[src/rtl/eulbv_pkg.sv]
// ----------------------------------------------------------------------------
// eulbv_pkg
// Types, constants and arithmetic helpers for the Euler-to-basis pipeline.
// ----------------------------------------------------------------------------
package eulbv_pkg;

  localparam int RESULT_WIDTH = 16;
  localparam int AW = 32;
  localparam int QW = 36;
  localparam int MAX_STAGES = 30;

  localparam logic signed [18:0] FULL_TURN = 19'sd23040;
  localparam logic signed [18:0] HALF_TURN = 19'sd11520;
  localparam logic signed [AW-1:0] CORDIC_GAIN = 32'sd652032874;
  localparam logic signed [QW-1:0] ONE_Q30 = 36'sd1073741824;

  typedef logic signed [AW-1:0] val_t;
  typedef logic signed [QW-1:0] q_t;
  typedef logic signed [RESULT_WIDTH-1:0] res_t;

  typedef struct packed {
    logic signed [15:0] roll_angle;
    logic signed [15:0] pitch_angle;
    logic signed [15:0] yaw_angle;
  } angle_word_t;

  typedef struct packed {
    res_t forward_x;
    res_t forward_y;
    res_t forward_z;
    res_t up_x;
    res_t up_y;
    res_t up_z;
    res_t right_x;
    res_t right_y;
    res_t right_z;
  } basis_word_t;

  function automatic val_t atan_deg(input logic [4:0] idx);
    val_t r;
    case (idx)
      5'd0: r = 32'sd188743680;
      5'd1: r = 32'sd111421900;
      5'd2: r = 32'sd58872272;
      5'd3: r = 32'sd29884485;
      5'd4: r = 32'sd15000234;
      5'd5: r = 32'sd7507429;
      5'd6: r = 32'sd3754631;
      5'd7: r = 32'sd1877430;
      5'd8: r = 32'sd938729;
      5'd9: r = 32'sd469366;
      5'd10: r = 32'sd234683;
      5'd11: r = 32'sd117342;
      5'd12: r = 32'sd58671;
      5'd13: r = 32'sd29335;
      5'd14: r = 32'sd14668;
      5'd15: r = 32'sd7334;
      5'd16: r = 32'sd3667;
      5'd17: r = 32'sd1833;
      5'd18: r = 32'sd917;
      5'd19: r = 32'sd458;
      5'd20: r = 32'sd229;
      5'd21: r = 32'sd115;
      5'd22: r = 32'sd57;
      5'd23: r = 32'sd29;
      5'd24: r = 32'sd14;
      5'd25: r = 32'sd7;
      5'd26: r = 32'sd4;
      5'd27: r = 32'sd2;
      5'd28: r = 32'sd1;
      default: r = 32'sd0;
    endcase
    return r;
  endfunction

  function automatic q_t qmul(input q_t a, input q_t b);
    logic signed [2*QW-1:0] p;
    logic signed [2*QW-1:0] s;
    p = a * b;
    s = (p + (72'sd1 <<< 29)) >>> 30;
    return s[QW-1:0];
  endfunction

  localparam int SH = 32 - RESULT_WIDTH;
  localparam int SHR = (SH > 0) ? SH - 1 : 0;

  function automatic res_t to_out(input q_t v);
    q_t r;
    q_t hi;
    q_t lo;
    hi = (q_t'(1) <<< (RESULT_WIDTH - 1)) - q_t'(1);
    lo = -hi - q_t'(1);
    if (SH > 0) begin
      r = (v + (q_t'(1) <<< SHR)) >>> SH;
    end else begin
      r = v;
    end
    if (r > hi) begin
      r = hi;
    end
    if (r < lo) begin
      r = lo;
    end
    return r[RESULT_WIDTH-1:0];
  endfunction

endpackage

[src/rtl/eulbv_reduce.sv]
// ----------------------------------------------------------------------------
// eulbv_reduce
// Half-angle reduction of the three input angles into CORDIC start values.
// ----------------------------------------------------------------------------
module eulbv_reduce (
  input  logic                      clk,
  input  logic                      rst,
  input  logic                      en,
  input  logic                      in_vld,
  input  eulbv_pkg::angle_word_t    angles,
  output logic                      out_vld,
  output eulbv_pkg::val_t           z [3],
  output logic                      flip [3]
);
  import eulbv_pkg::*;

  logic signed [15:0] a [3];
  val_t z_next [3];
  logic flip_next [3];

  assign a[0] = angles.roll_angle;
  assign a[1] = angles.pitch_angle;
  assign a[2] = angles.yaw_angle;

  always_comb begin
    for (int k = 0; k < 3; k++) begin
      logic signed [18:0] t;
      logic signed [18:0] r;
      t = 19'(a[k]) + 19'sd69120;
      if (t >= 19'sd92160) begin
        r = t - 19'sd92160;
      end else if (t >= 19'sd69120) begin
        r = t - 19'sd69120;
      end else if (t >= 19'sd46080) begin
        r = t - 19'sd46080;
      end else begin
        r = t - FULL_TURN;
      end
      flip_next[k] = (r >= HALF_TURN);
      if (flip_next[k]) begin
        r = r - FULL_TURN;
      end
      z_next[k] = AW'(r) <<< 15;
    end
  end

  always_ff @(posedge clk) begin
    if (en) begin
      z <= z_next;
      flip <= flip_next;
    end
  end

  always_ff @(posedge clk) begin
    if (rst) begin
      out_vld <= 1'b0;
    end else if (en) begin
      out_vld <= in_vld;
    end
  end

endmodule

[config.mk]
export PLATFORM = sky130hd
export DESIGN_NAME = eulbv_reduce
export DESIGN_NICKNAME = d
export VERILOG_FILES = /design/src/rtl/eulbv_pkg.sv /design/src/rtl/eulbv_reduce.sv
export SDC_FILE = /design/constraint.sdc
export NUM_CORES = 1
export LEC_CHECK = 0
export ABC_AREA = 1
export BUFFER_PORTS_ARGS = -buffer_cell sky130_fd_sc_hd__buf_4
export CORE_MARGIN = 3
export CORE_UTILIZATION = 57
export DETAILED_ROUTE_END_ITERATION = 10
export GPL_ROUTABILITY_DRIVEN = 0
export MAX_ROUTING_LAYER = met4
export PLACE_DENSITY = 0.92
export SLEW_MARGIN = 5
export SYNTH_ARGS = -nofsm -noshare
export SYNTH_HDL_FRONTEND = slang
export SYNTH_SLANG_ARGS = --single-unit
[constraint.sdc]
create_clock -name clk -period 7.4 [get_ports clk]
set_input_delay 0.37 -clock clk [delete_from_list [all_inputs] [get_ports clk]]
set_output_delay 0.37 -clock clk [all_outputs]
set_load 0.01 [all_outputs]
; After elaboration in Yosys (flattened, before gate mapping)
; Cells that the tools add are included.
[word_totals]
register_bits = 55
inputBits = 52
out_inout_bits = 100
elab_cells = 49
[classes]
n_mux = 12
n_lt_le_gt_ge = 12
n_addsub = 18
[ops]
columns = op, n
row1 = two-way mux 19 bit, 9
row2 = >= comparator 19 x 18 -> 1 bit (second input constant), 6
row3 = subtractor 19 x 18 -> 19 bit (second input constant), 6
row4 = adder 16 x 18 -> 19 bit (second input constant), 3
row5 = >= comparator 19 x 15 -> 1 bit (second input constant), 3
row6 = >= comparator 19 x 17 -> 1 bit (second input constant), 3
row7 = subtractor 19 x 16 -> 19 bit (second input constant), 3
row8 = subtractor 19 x 17 -> 19 bit (second input constant), 3
row9 = two-way mux 17 bit, 3
row10 = subtractor 17 x 16 -> 17 bit (second input constant), 3

; Depth between registers and ports, before layout
; Gate-level depths: netlist of the first run.
[depth]
depth_word = 7
ltp_mapped = 28
ltp_nobuf = 28

; Worst setup path after synthesis of the first run
; OpenSTA, ideal clock, no wires.
[synth_timing]
path_kind = input to register
start = in angles[25] (netlist bit)
end = reg z[57] (netlist bit), data pin
arrival_time_ps = 3138
path_slack_ps = 4008
stages = 25
setup_ps = 254
n_path_buf = 0
t_required_ps = 7146
cell_sequence = inv_1 -> ha_1 -> or2_2 -> nand2_1 -> inv_1 -> ha_1 -> nand2_1 -> nand2_1 -> nand3_1 -> nand2_1 -> o21bai_1 -> nand2_1 -> nand3_1 -> nand2_1 -> nand2_2 -> inv_1 -> ha_1 -> a21oi_1 -> o21ai_1 -> nand2_1 -> nand2_1 -> nand2_2 -> nand2_4 -> nand3b_1 -> nand2_1
[synth_rtl]
columns = element, line
row1 = from (decl), eulbv_reduce.sv:10  ; input eulbv_pkg::angle_word_t angles,
row2 = to (signal assigned), eulbv_reduce.sv:49  ; z <= z_next;
row3 = to (decl), eulbv_reduce.sv:12  ; output eulbv_pkg::val_t z [3],

==> results of run 1 <==
-- routing by layer --
metal | vias up | share of wire, % | track usage, %
met4 | 0 | 1.5 | 4.78
met5 | - | 0 | -
li1 | 2839 | - | -
met3 | 21 | 7.7 | 4.30
met2 | 217 | 47 | 39.9
met1 | 2468 | 43 | 31.0
-- sequential cells by signal (all words and copies together), names as in the netlist --
register and cells:
z 51, out_vld 1, flip 3
-- where the power goes --
part	internal (W)	switching, W
logic	0.000225	0.000374
registers	0.000408	0.0000138
clock network	0.0000697	0.000105
total	0.000703	0.000493
-- Yosys cell counts, drive strengths merged --
library cell	number	area share (%)
mux2i	1	0.17
nand3	97	8.7
o21ai	22	2.0
or2	9	0.94
nand2	294	21
buf	51	6.5
xor2	17	3.1
inv	102	6.5
o21bai	2	0.32
conb	1	0.063
o2111ai	1	0.15
nor3	8	0.76
and2	1	0.11
o311ai	1	0.15
a21oi	19	2.0
a31o	1	0.15
a31oi	2	0.21
nor4	2	0.21
o22ai	2	0.21
xnor2	7	1.0
edfxtp	54	27
ha	45	9.4
or3	1	0.11
o211ai	2	0.25
clkinv	2	0.15
dfxtp	1	0.34
nor2	70	4.8
a21o	2	0.25
a21boi	1	0.13
nand3b	5	0.63
nand4	17	2.0
-- kinds of logic (layout without fill, tap and decap cells) --
kind of cell	Yosys count	in the layout	share of synthesized area (%)
AND/OR/NAND/NOR	504	504	39.8
buffers and inverters	155	218	13.1
AO/OA/AOI/OAI	55	55	5.75
flip-flops	55	55	27.6
adder cells (fa/ha/maj)	45	45	9.45
XOR/XNOR	24	24	4.10
other	1	45	0.0629
multiplexers	1	1	0.168
-- through the flow --
stage	worst slack, ns	instance area [sq um]	hold slack, ns
3_3_place_gp	3.47	6700	0.486
3_5_place_dp	3.36	6700	0.515
2_1_floorplan	4.01	6120	0.442
4_1_cts	3.69	6800	0.206
5_1_grt	3.32	6800	0.193
6_report	3.66	6800	0.210
-- placed cells by master, fill, tap and decap left out, drive strengths merged, types with 3 or more instances in the layout --
cell / n
a21oi: 19
nand4: 17
nor3: 8
xnor2: 7
ha: 45
nand3b: 5
clkbuf: 5
inv: 103
buf: 106
clkinv: 3
xor2: 17
o21ai: 22
conb: 45
edfxtp: 54
nand2: 294
nor2: 70
nand3: 97
or2: 9
-- worst min-delay path by stage --
stage	slack, ns	start	to
floorplan	0.44	rst	out_vld
global placement	0.49	out_vld	out_vld
detailed placement	0.52	out_vld	out_vld
CTS	0.21	rst	out_vld
global route	0.19	rst	out_vld
finish	0.21	rst	out_vld
-- area by class of cell --
cell class	instances	area share (%)
clock buffer	5	1.01
inverter	104	5.84
tap	133	2.45
clock inverter	3	0.405
multi-input combinational	674	54.4
timing repair buffer	106	11.7
sequential	55	24.2
==> impl_metrics.csv, run 1 <==
group,metric,value,unit
setup_path,reg2reg_to,"out_vld",
setup_path,path_buf_inv,4,
placed_design,place_inst,1072,
setup_path,required,7.47,ns
routing,drc,0,
floorplanning,start_util,59.9,%
synthesis,synthCells,840,
cells_and_area,areaGrowthSynthToFinish,14.0,%
cells_and_area,multi_input_area,3700,sq um
clocking,post-cts-setup-buffers,0,
floorplanning,dieArea,11700,sq um
setup_path,ff2ff_setup_slack,6.80,ns
routing,wirelength,13800,microns
cells_and_area,seqCellArea,1640,sq um
sta,rsz0062_at_grt,"false",
sta,worstMarginPinSlew,0.689,ns
setup_path,critPathMaxStageDelay,0.42,ns
clocking,clockBufferDepth,2,
sta,fin_crit_sh,50.6,%
setup_path,end_kind,"flip-flop",
clocking,path_clk_slew,0.11,ns
setup_path,startpoint,"angles[25]",
global_route,grt_max_degree,56,
setup_path,critPathArrivalTime,3.81,ns
clocking,cts_resized,0,
setup_path,cp_slowest_cell,"o21bai_1",
pwr,ir_drop,105,uV
cells_and_area,fin_cells,1080,
sta,fin_setup_tns,0,ns
routing,post_drt_wl_per_cell,12.8,microns
sta,fin_crit,3.74,ns
synthesis,avgSynthCellArea,7.09,sq um
clocking,ctsHoldBuffers,0,
routing,viasPerCell,5.13,
sta,final-setup-viol-count,0,
sta,max_freq,267,MHz
setup_path,crit_top_cell,"nand2_1",
cells_and_area,fillers,872,
clocking,clock-root-buffer,"clkbuf_8",
routing,first_iter_violations,291,
synthesis,synth_cell_types,51,
cells_and_area,insertedDiodeCount,0,
global_route,grt_usage,24.0,%
setup_path,path_depth,26,
routing,ant_nets,0,
min_path,hold-path-cell-count,2,
setup_path,r2r-start,"out_vld",
setup_path,path_delay_family,"simple AND/OR/NAND/NOR gates",
placed_design,portBuffers,106,
global_route,grt_pass1_wl,22500,microns
run,drv_cap,0,
setup_path,reg2reg_depth,2,
floorplanning,die_y,108,microns
clocking,cts.sinks,55,
sta,slew_violations,0,
setup_path,worstSetupPathType,"in -> reg",
clocking,cts_buffers,5,
cells_and_area,finalNetCount,1043,
floorplanning,core,9950,sq um
setup_path,crit_fanout,8,
floorplanning,rows,36,
routing,drtPass1Iterations,5,
synthesis,ys_ff_latch,55,
global_route,grt_overflow,0,
synthesis,yosysWarnings,0,
placed_design,dp_hpwl,11200,microns
sta,maxSlewHeadroom,54.1,%
setup_path,crit_path_end,"z[57]",
cells_and_area,fin_util,68.3,%
sta,fin_worst_skew,0,ns
global_route,antenna_found_initial,0,
clocking,htree_levels,2,
clocking,clk_latency,0.31,ns
cells_and_area,drive_above_1_share,22.3,%
routing,vias,5545,
floorplanning,ios,152,
outcome,outcome,"finished, final reports clean",
pwr,power.leakage,3.55,nW
sta,hold_viol,0,
floorplanning,die_w,108,microns
pwr,powerDensity,176,nW/um^2
synthesis,synthesis.area,5960,sq um
pwr,total_power,0.00120,W
min_path,hold_class,"in -> reg",
synthesis,synth_seq_area_share,27.6,%
setup_path,cp-start-kind,"primary input",
clocking,cts_tree,"yes",
global_route,grt_pass1_vias,4972,
Power figures use the tool's default switching activity.
==> run 2, diff against run 1 <==
--- a/config.mk
+++ b/config.mk
@@ -8,11 +8,11 @@
 export ABC_AREA = 1
 export BUFFER_PORTS_ARGS = -buffer_cell sky130_fd_sc_hd__buf_4
 export CORE_MARGIN = 3
-export CORE_UTILIZATION = 57
+export CORE_UTILIZATION = 50
 export DETAILED_ROUTE_END_ITERATION = 10
 export GPL_ROUTABILITY_DRIVEN = 0
 export MAX_ROUTING_LAYER = met4
-export PLACE_DENSITY = 0.92
+export PLACE_DENSITY = 0.86
 export SLEW_MARGIN = 5
 export SYNTH_ARGS = -nofsm -noshare
 export SYNTH_HDL_FRONTEND = slang
==> constraint.sdc (replaced) <==
create_clock -name clk -period 3.3 [get_ports clk]
set_input_delay 0.165 -clock clk [delete_from_list [all_inputs] [get_ports clk]]
set_output_delay 0.165 -clock clk [all_outputs]
set_load 0.01 [all_outputs]
==> impl_metrics.csv, run 2 (same netlist as run 1, synthesis figures left out) <==
group,metric,value,unit
routing,first_iter_violations,436,
clocking,cts_tree,"yes",
setup_path,critPathArrivalTime,3.02,ns
sta,fin_crit_sh,90.1,%
pwr,power.leakage,3.71,nW
min_path,min_from,"rst",
cells_and_area,largestRegisters,"z x51, flip x3, out_vld x1",
setup_path,required,3.34,ns
setup_path,r2r-start,"out_vld",
sta,hold_viol,0,
routing,vias,5641,
sta,slew_violations,0,
floorplanning,start_util,51.7,%
sta,worstMarginPinSlew,0.702,ns
setup_path,cp-start-kind,"primary input",
setup_path,critPathMaxStageDelay,0.29,ns
outcome,outcome,"finished, final reports clean",
min_path,hold-path-cell-count,2,
sta,fin_crit,2.97,ns
sta,maxSlewHeadroom,53.2,%
cells_and_area,finalNetCount,1070,
pwr,ir_drop,293,uV
setup_path,cp_slowest_cell,"or2_2",
clocking,htree_levels,2,
clocking,clock-root-buffer,"clkbuf_16",
placed_design,portBuffers,106,
setup_path,reg2reg_to,"out_vld",
cells_and_area,layout_common_cells,"nand2_1, buf_4, nand3_1",
global_route,grt_max_degree,56,
sta,rsz0062_at_grt,"false",
cells_and_area,insertedDiodeCount,0,
global_route,grt_usage,21.7,%
floorplanning,die_y,115,microns
floorplanning,die_w,115,microns
routing,post_drt_wl_per_cell,12.6,microns
clocking,clk_latency,0.29,ns
cells_and_area,mostFrequentLayoutCell,"nand2_1",
setup_path,ff2ff_setup_slack,2.71,ns
routing,wirelength,14100,microns
min_path,hold_class,"in -> reg",
placed_design,place_area,6910,sq um
clocking,clockBufferDepth,2,
min_path,whs_endpoint,"out_vld",
pwr,powerDensity,404,nW/um^2
routing,drc,0,
routing,ant_nets,0,
cells_and_area,largest_register,"z",
setup_path,worstSetupPathType,"in -> reg",
floorplanning,dieArea,13300,sq um
global_route,grt_pass1_wl,23100,microns
sta,final-setup-viol-count,0,
floorplanning,core,11500,sq um
clocking,cts_buffers,5,
routing,viasPerCell,5.05,
setup_path,crit_top_cell,"nand2_1",
sta,fin_setup_tns,0,ns
setup_path,end_kind,"flip-flop",
setup_path,crit_fanout,9,
cells_and_area,design_area,7100,sq um
clocking,path_clk_slew,0.07,ns
cells_and_area,drive_above_1_share,25.3,%
clocking,cts.sinks,55,
floorplanning,rows,39,
setup_path,reg2reg_depth,2,
sta,fin_worst_skew,0,ns
global_route,grt_pass1_vias,5151,
placed_design,dp_hpwl,11500,microns
global_route,antenna_found_initial,0,
global_route,grt_overflow,0,
run,drv_cap,0,
routing,drtPass1Iterations,4,
cells_and_area,largest_reg_flops,51,
cells_and_area,areaGrowthSynthToFinish,19.1,%
floorplanning,ios,152,
clocking,post-cts-setup-buffers,0,
sta,max_freq,336,MHz
[run 2: metal layers]
| metal | global-route usage, % | wire, microns | share of wire, % | vias to the layer above |
|---|---|---|---|---|
| met5 | - | 0 | 0 | - |
| met4 | 4.15 | 173 | 1.2 | 0 |
| met3 | 3.74 | 1110 | 7.9 | 18 |
| met2 | 35.5 | 6640 | 47 | 235 |
| met1 | 28.5 | 6180 | 44 | 2490 |
| li1 | - | - | - | 2898 |
[run 2: per-stage QoR]
step	utilization, %	power (W)	instances	setup WS, ns	hold slack, ns
global placement	60.0	0.00231	1109	0.112	0.326
CTS	61.3	0.00287	1117	0.312	0.0132
floorplan	-	0.00191	884	0.113	0.237
finish	61.6	0.00286	1117	0.326	0.0246
detailed placement	60.0	0.00234	1109	0.0232	0.327
global route	61.6	0.00310	1117	0.0251	0.0144
[run 2: power by group]
group	leakage (nW)	total (W)	internal [W]	switching, W
clock network	0.0675	0.000521	0.000285	0.000236
registers	0.536	0.000948	0.000917	0.0000316
logic	3.11	0.00140	0.000546	0.000850
[run 2: worst max-delay path by stage]
stage,start,slack (ns),end
6_report,angles[25],0.33,z[57]
5_1_grt,angles[25],0.03,z[57]
4_1_cts,angles[25],0.31,z[57]
3_5_place_dp,angles[25],0.02,z[57]
3_3_place_gp,angles[25],0.11,z[57]
2_1_floorplan,angles[25],0.11,z[57]
[run 2: area by class of cell]
cell class,instances,area (sq um)
Fill cell,1032,4420
Multi-Input combinational cell,674,3740
Sequential cell,55,1640
Timing Repair Buffer,133,998
Inverter,104,397
Tap cell,143,179
Clock buffer,6,129
Clock inverter,2,16.3
[run 2: repair_timing]
action	4_1_cts	5_1_grt
setup endpoints to repair	0	9
hold buffers	0	0
gates resized for setup	0	10
[run 2: critical path: cells and delay by family]
kind	cells	cell delay [ns]
adders and majority gates	3	0.55
AOI/OAI and AO/OA	2	0.20
and+or+nand+nor	16	1.66
buffers and inverters	4	0.45
==> run 3, diff against run 2 <==
--- a/config.mk
+++ b/config.mk
@@ -9,10 +9,13 @@
 export BUFFER_PORTS_ARGS = -buffer_cell sky130_fd_sc_hd__buf_4
 export CORE_MARGIN = 3
 export CORE_UTILIZATION = 50
+export CTS_CLUSTER_DIAMETER = 50
 export DETAILED_ROUTE_END_ITERATION = 10
 export GPL_ROUTABILITY_DRIVEN = 0
+export HOLD_SLACK_MARGIN = 0.06
 export MAX_ROUTING_LAYER = met4
 export PLACE_DENSITY = 0.86
+export RECOVER_POWER = 50
 export SLEW_MARGIN = 5
 export SYNTH_ARGS = -nofsm -noshare
 export SYNTH_HDL_FRONTEND = slang
==> impl_metrics.csv, run 3 (same netlist as run 1, synthesis figures left out) <==
group,metric,value,unit
outcome,outcome,"complete, but fails checks",
outcome,violations,"max-capacitance violations, max-slew violations",
cells_and_area,mostFrequentLayoutCell,"nand2_1",
sta,rsz0062_at_grt,"false",
clocking,post-cts-setup-buffers,0,
floorplanning,core,11500,sq um
sta,fin_crit_sh,90.2,%
cells_and_area,finalNetCount,1086,
placed_design,dp_hpwl,11500,microns
clocking,cts_buffers,5,
setup_path,reg2reg_to,"out_vld",
floorplanning,die_y,115,microns
sta,final-setup-viol-count,0,
floorplanning,die_w,115,microns
placed_design,portBuffers,106,
routing,wirelength,14400,microns
floorplanning,start_util,51.7,%
global_route,grt_overflow,0,
setup_path,crit_fanout,9,
sta,fin_worst_skew,0,ns
global_route,grt_pass1_wl,23500,microns
global_route,grt_pass1_vias,5231,
sta,fin_setup_tns,0,ns
routing,viasPerCell,5.05,
min_path,whs_endpoint,"z[15]",
clocking,clockBufferDepth,2,
cells_and_area,seqCellArea,1640,sq um
pwr,combPwrFrac,48.7,%
min_path,hold_class,"in -> reg",
clocking,clock-root-buffer,"clkbuf_16",
sta,slew_violations,56,
setup_path,end_kind,"flip-flop",
global_route,grt_usage,22.1,%
setup_path,reg2reg_depth,2,
pwr,ir_drop,290,uV
sta,maxSlewHeadroom,-97.4,%
cells_and_area,largest_register,"z",
cells_and_area,drive_above_1_share,22.7,%
floorplanning,ios,152,
min_path,min_from,"angles[0]",
pwr,power_frac_seq,33.0,%
sta,max_freq,336,MHz
pwr,powerDensity,401,nW/um^2
sta,fin_ws,0.323,ns
global_route,grt_max_degree,56,
placed_design,dp_slack,0.0232,ns
sta,worstMarginPinSlew,2.96,ns
routing,drc,0,
floorplanning,dieArea,13300,sq um
routing,first_iter_violations,403,
setup_path,worstSetupPathType,"in -> reg",
clocking,htree_levels,2,
cells_and_area,largest_reg_flops,51,
sta,fin_crit,2.98,ns
cells_and_area,multi_input_area,3740,sq um
routing,post_drt_wl_per_cell,12.7,microns
clocking,clk_latency,0.29,ns
cells_and_area,insertedDiodeCount,0,
clocking,cts_tree,"yes",
pwr,total_power,0.00288,W
cells_and_area,layout_common_cells,"nand2_1, buf_4, nand3_1",
min_path,hold-path-cell-count,1,
setup_path,r2r-start,"out_vld",
routing,ant_nets,0,
setup_path,ff2ff_setup_slack,2.67,ns
setup_path,cp-start-kind,"primary input",
sta,hold_viol,0,
pwr,switching_share,39.2,%
pwr,p_switching,0.00113,W
clocking,cts.sinks,55,
pwr,power.leakage,3.70,nW
pwr,internal_power,0.00175,W
setup_path,required,3.34,ns
pwr,p_clk_share,18.2,%
cells_and_area,largestRegisters,"z x51, flip x3, out_vld x1",
run,drv_cap,1,
setup_path,critPathArrivalTime,3.02,ns
routing,drtPass1Iterations,5,
floorplanning,rows,39,
routing,vias,5719,
cells_and_area,fillers,1019,
clocking,path_clk_slew,0.07,ns
global_route,antenna_found_initial,0,
cells_and_area,areaGrowthSynthToFinish,20.5,%
==> run 3: changes by cell type in the layout (fill, tap and decap cells not counted), sizes merged <==
cell,before,now
buf,133,105
clkbuf,6,34
dlygate4sd3,0,16
==> run 3: routing by layer <==
metal | routed length (microns) | GRT usage [%] | vias up
met5 | 0 | - | -
met4 | 189 | 4.46 | 0
met3 | 1080 | 3.42 | 18
met2 | 6830 | 36.3 | 223
met1 | 6260 | 29.0 | 2546
li1 | - | - | 2932
==> run 3: repair_timing <==
action | CTS | global route
resized for setup | 0 | 10
endpoints found under the setup margin | 0 | 8
endpoints found under the hold margin | 14 | 2
hold buffers | 14 | 2
==> run 3: cell type report <==
type                       count  share of cell area, %
clock buffer                   6                   1.80
clock inverter                 2                  0.227
inverter                     104                   5.53
multi-input combinational    674                   52.0
sequential                    55                   22.9
tap                          143                   2.49
timing repair buffer         149                   15.0
==> run 3: per-stage QoR <==
| step | utilization (%) | cell area [sq um] | std cells | hold slack, ns |
|---|---|---|---|---|
| 6_report | 62.3 | 7180 | 1133 | 0.114 |
| 4_1_cts | 62.5 | 7200 | 1131 | 0.0602 |
| 3_5_place_dp | 60.0 | 6910 | 1109 | 0.327 |
| 5_1_grt | 62.3 | 7180 | 1133 | 0.126 |
| 3_3_place_gp | 60.0 | 6910 | 1109 | 0.326 |
| 2_1_floorplan | - | 6120 | 884 | 0.237 |
==> run 3: critical path: stages <==
cell,delay (ns)
buf_4,0.13
inv_1,0.09
ha_2,0.20
or2_2,0.29
nand2_1,0.10
buf_4,0.14
ha_1,0.16
nand4_1,0.09
nor2_1,0.15
nand2_1,0.08
nor2_2,0.14
nor2_2,0.11
nand2_1,0.07
nand2_1,0.06
nand2_2,0.13
inv_1,0.09
ha_1,0.19
a21oi_2,0.12
o21ai_1,0.08
nand2_1,0.06
nand2_1,0.06
nand2_2,0.08
nand2_4,0.08
nand3b_1,0.09
nand2_1,0.07
==> run 3: power groups by stage <==
stage / Clock, W / Sequential (W) / Combinational [W]
2_1_floorplan: 0 / 0.00102 / 0.000891
3_3_place_gp: 0 / 0.000961 / 0.00135
3_5_place_dp: 0 / 0.000964 / 0.00138
4_1_cts: 0.000541 / 0.000951 / 0.00139
5_1_grt: 0.000564 / 0.000960 / 0.00158
6_report: 0.000524 / 0.000951 / 0.00140
==> run 3: worst max path at each step <==
stage | start | end
final | angles[25] | z[57]
after global routing | angles[25] | z[57]
after CTS | angles[25] | z[57]
after detailed placement | angles[25] | z[57]
after global placement | angles[25] | z[57]
after floorplan | angles[25] | z[57]
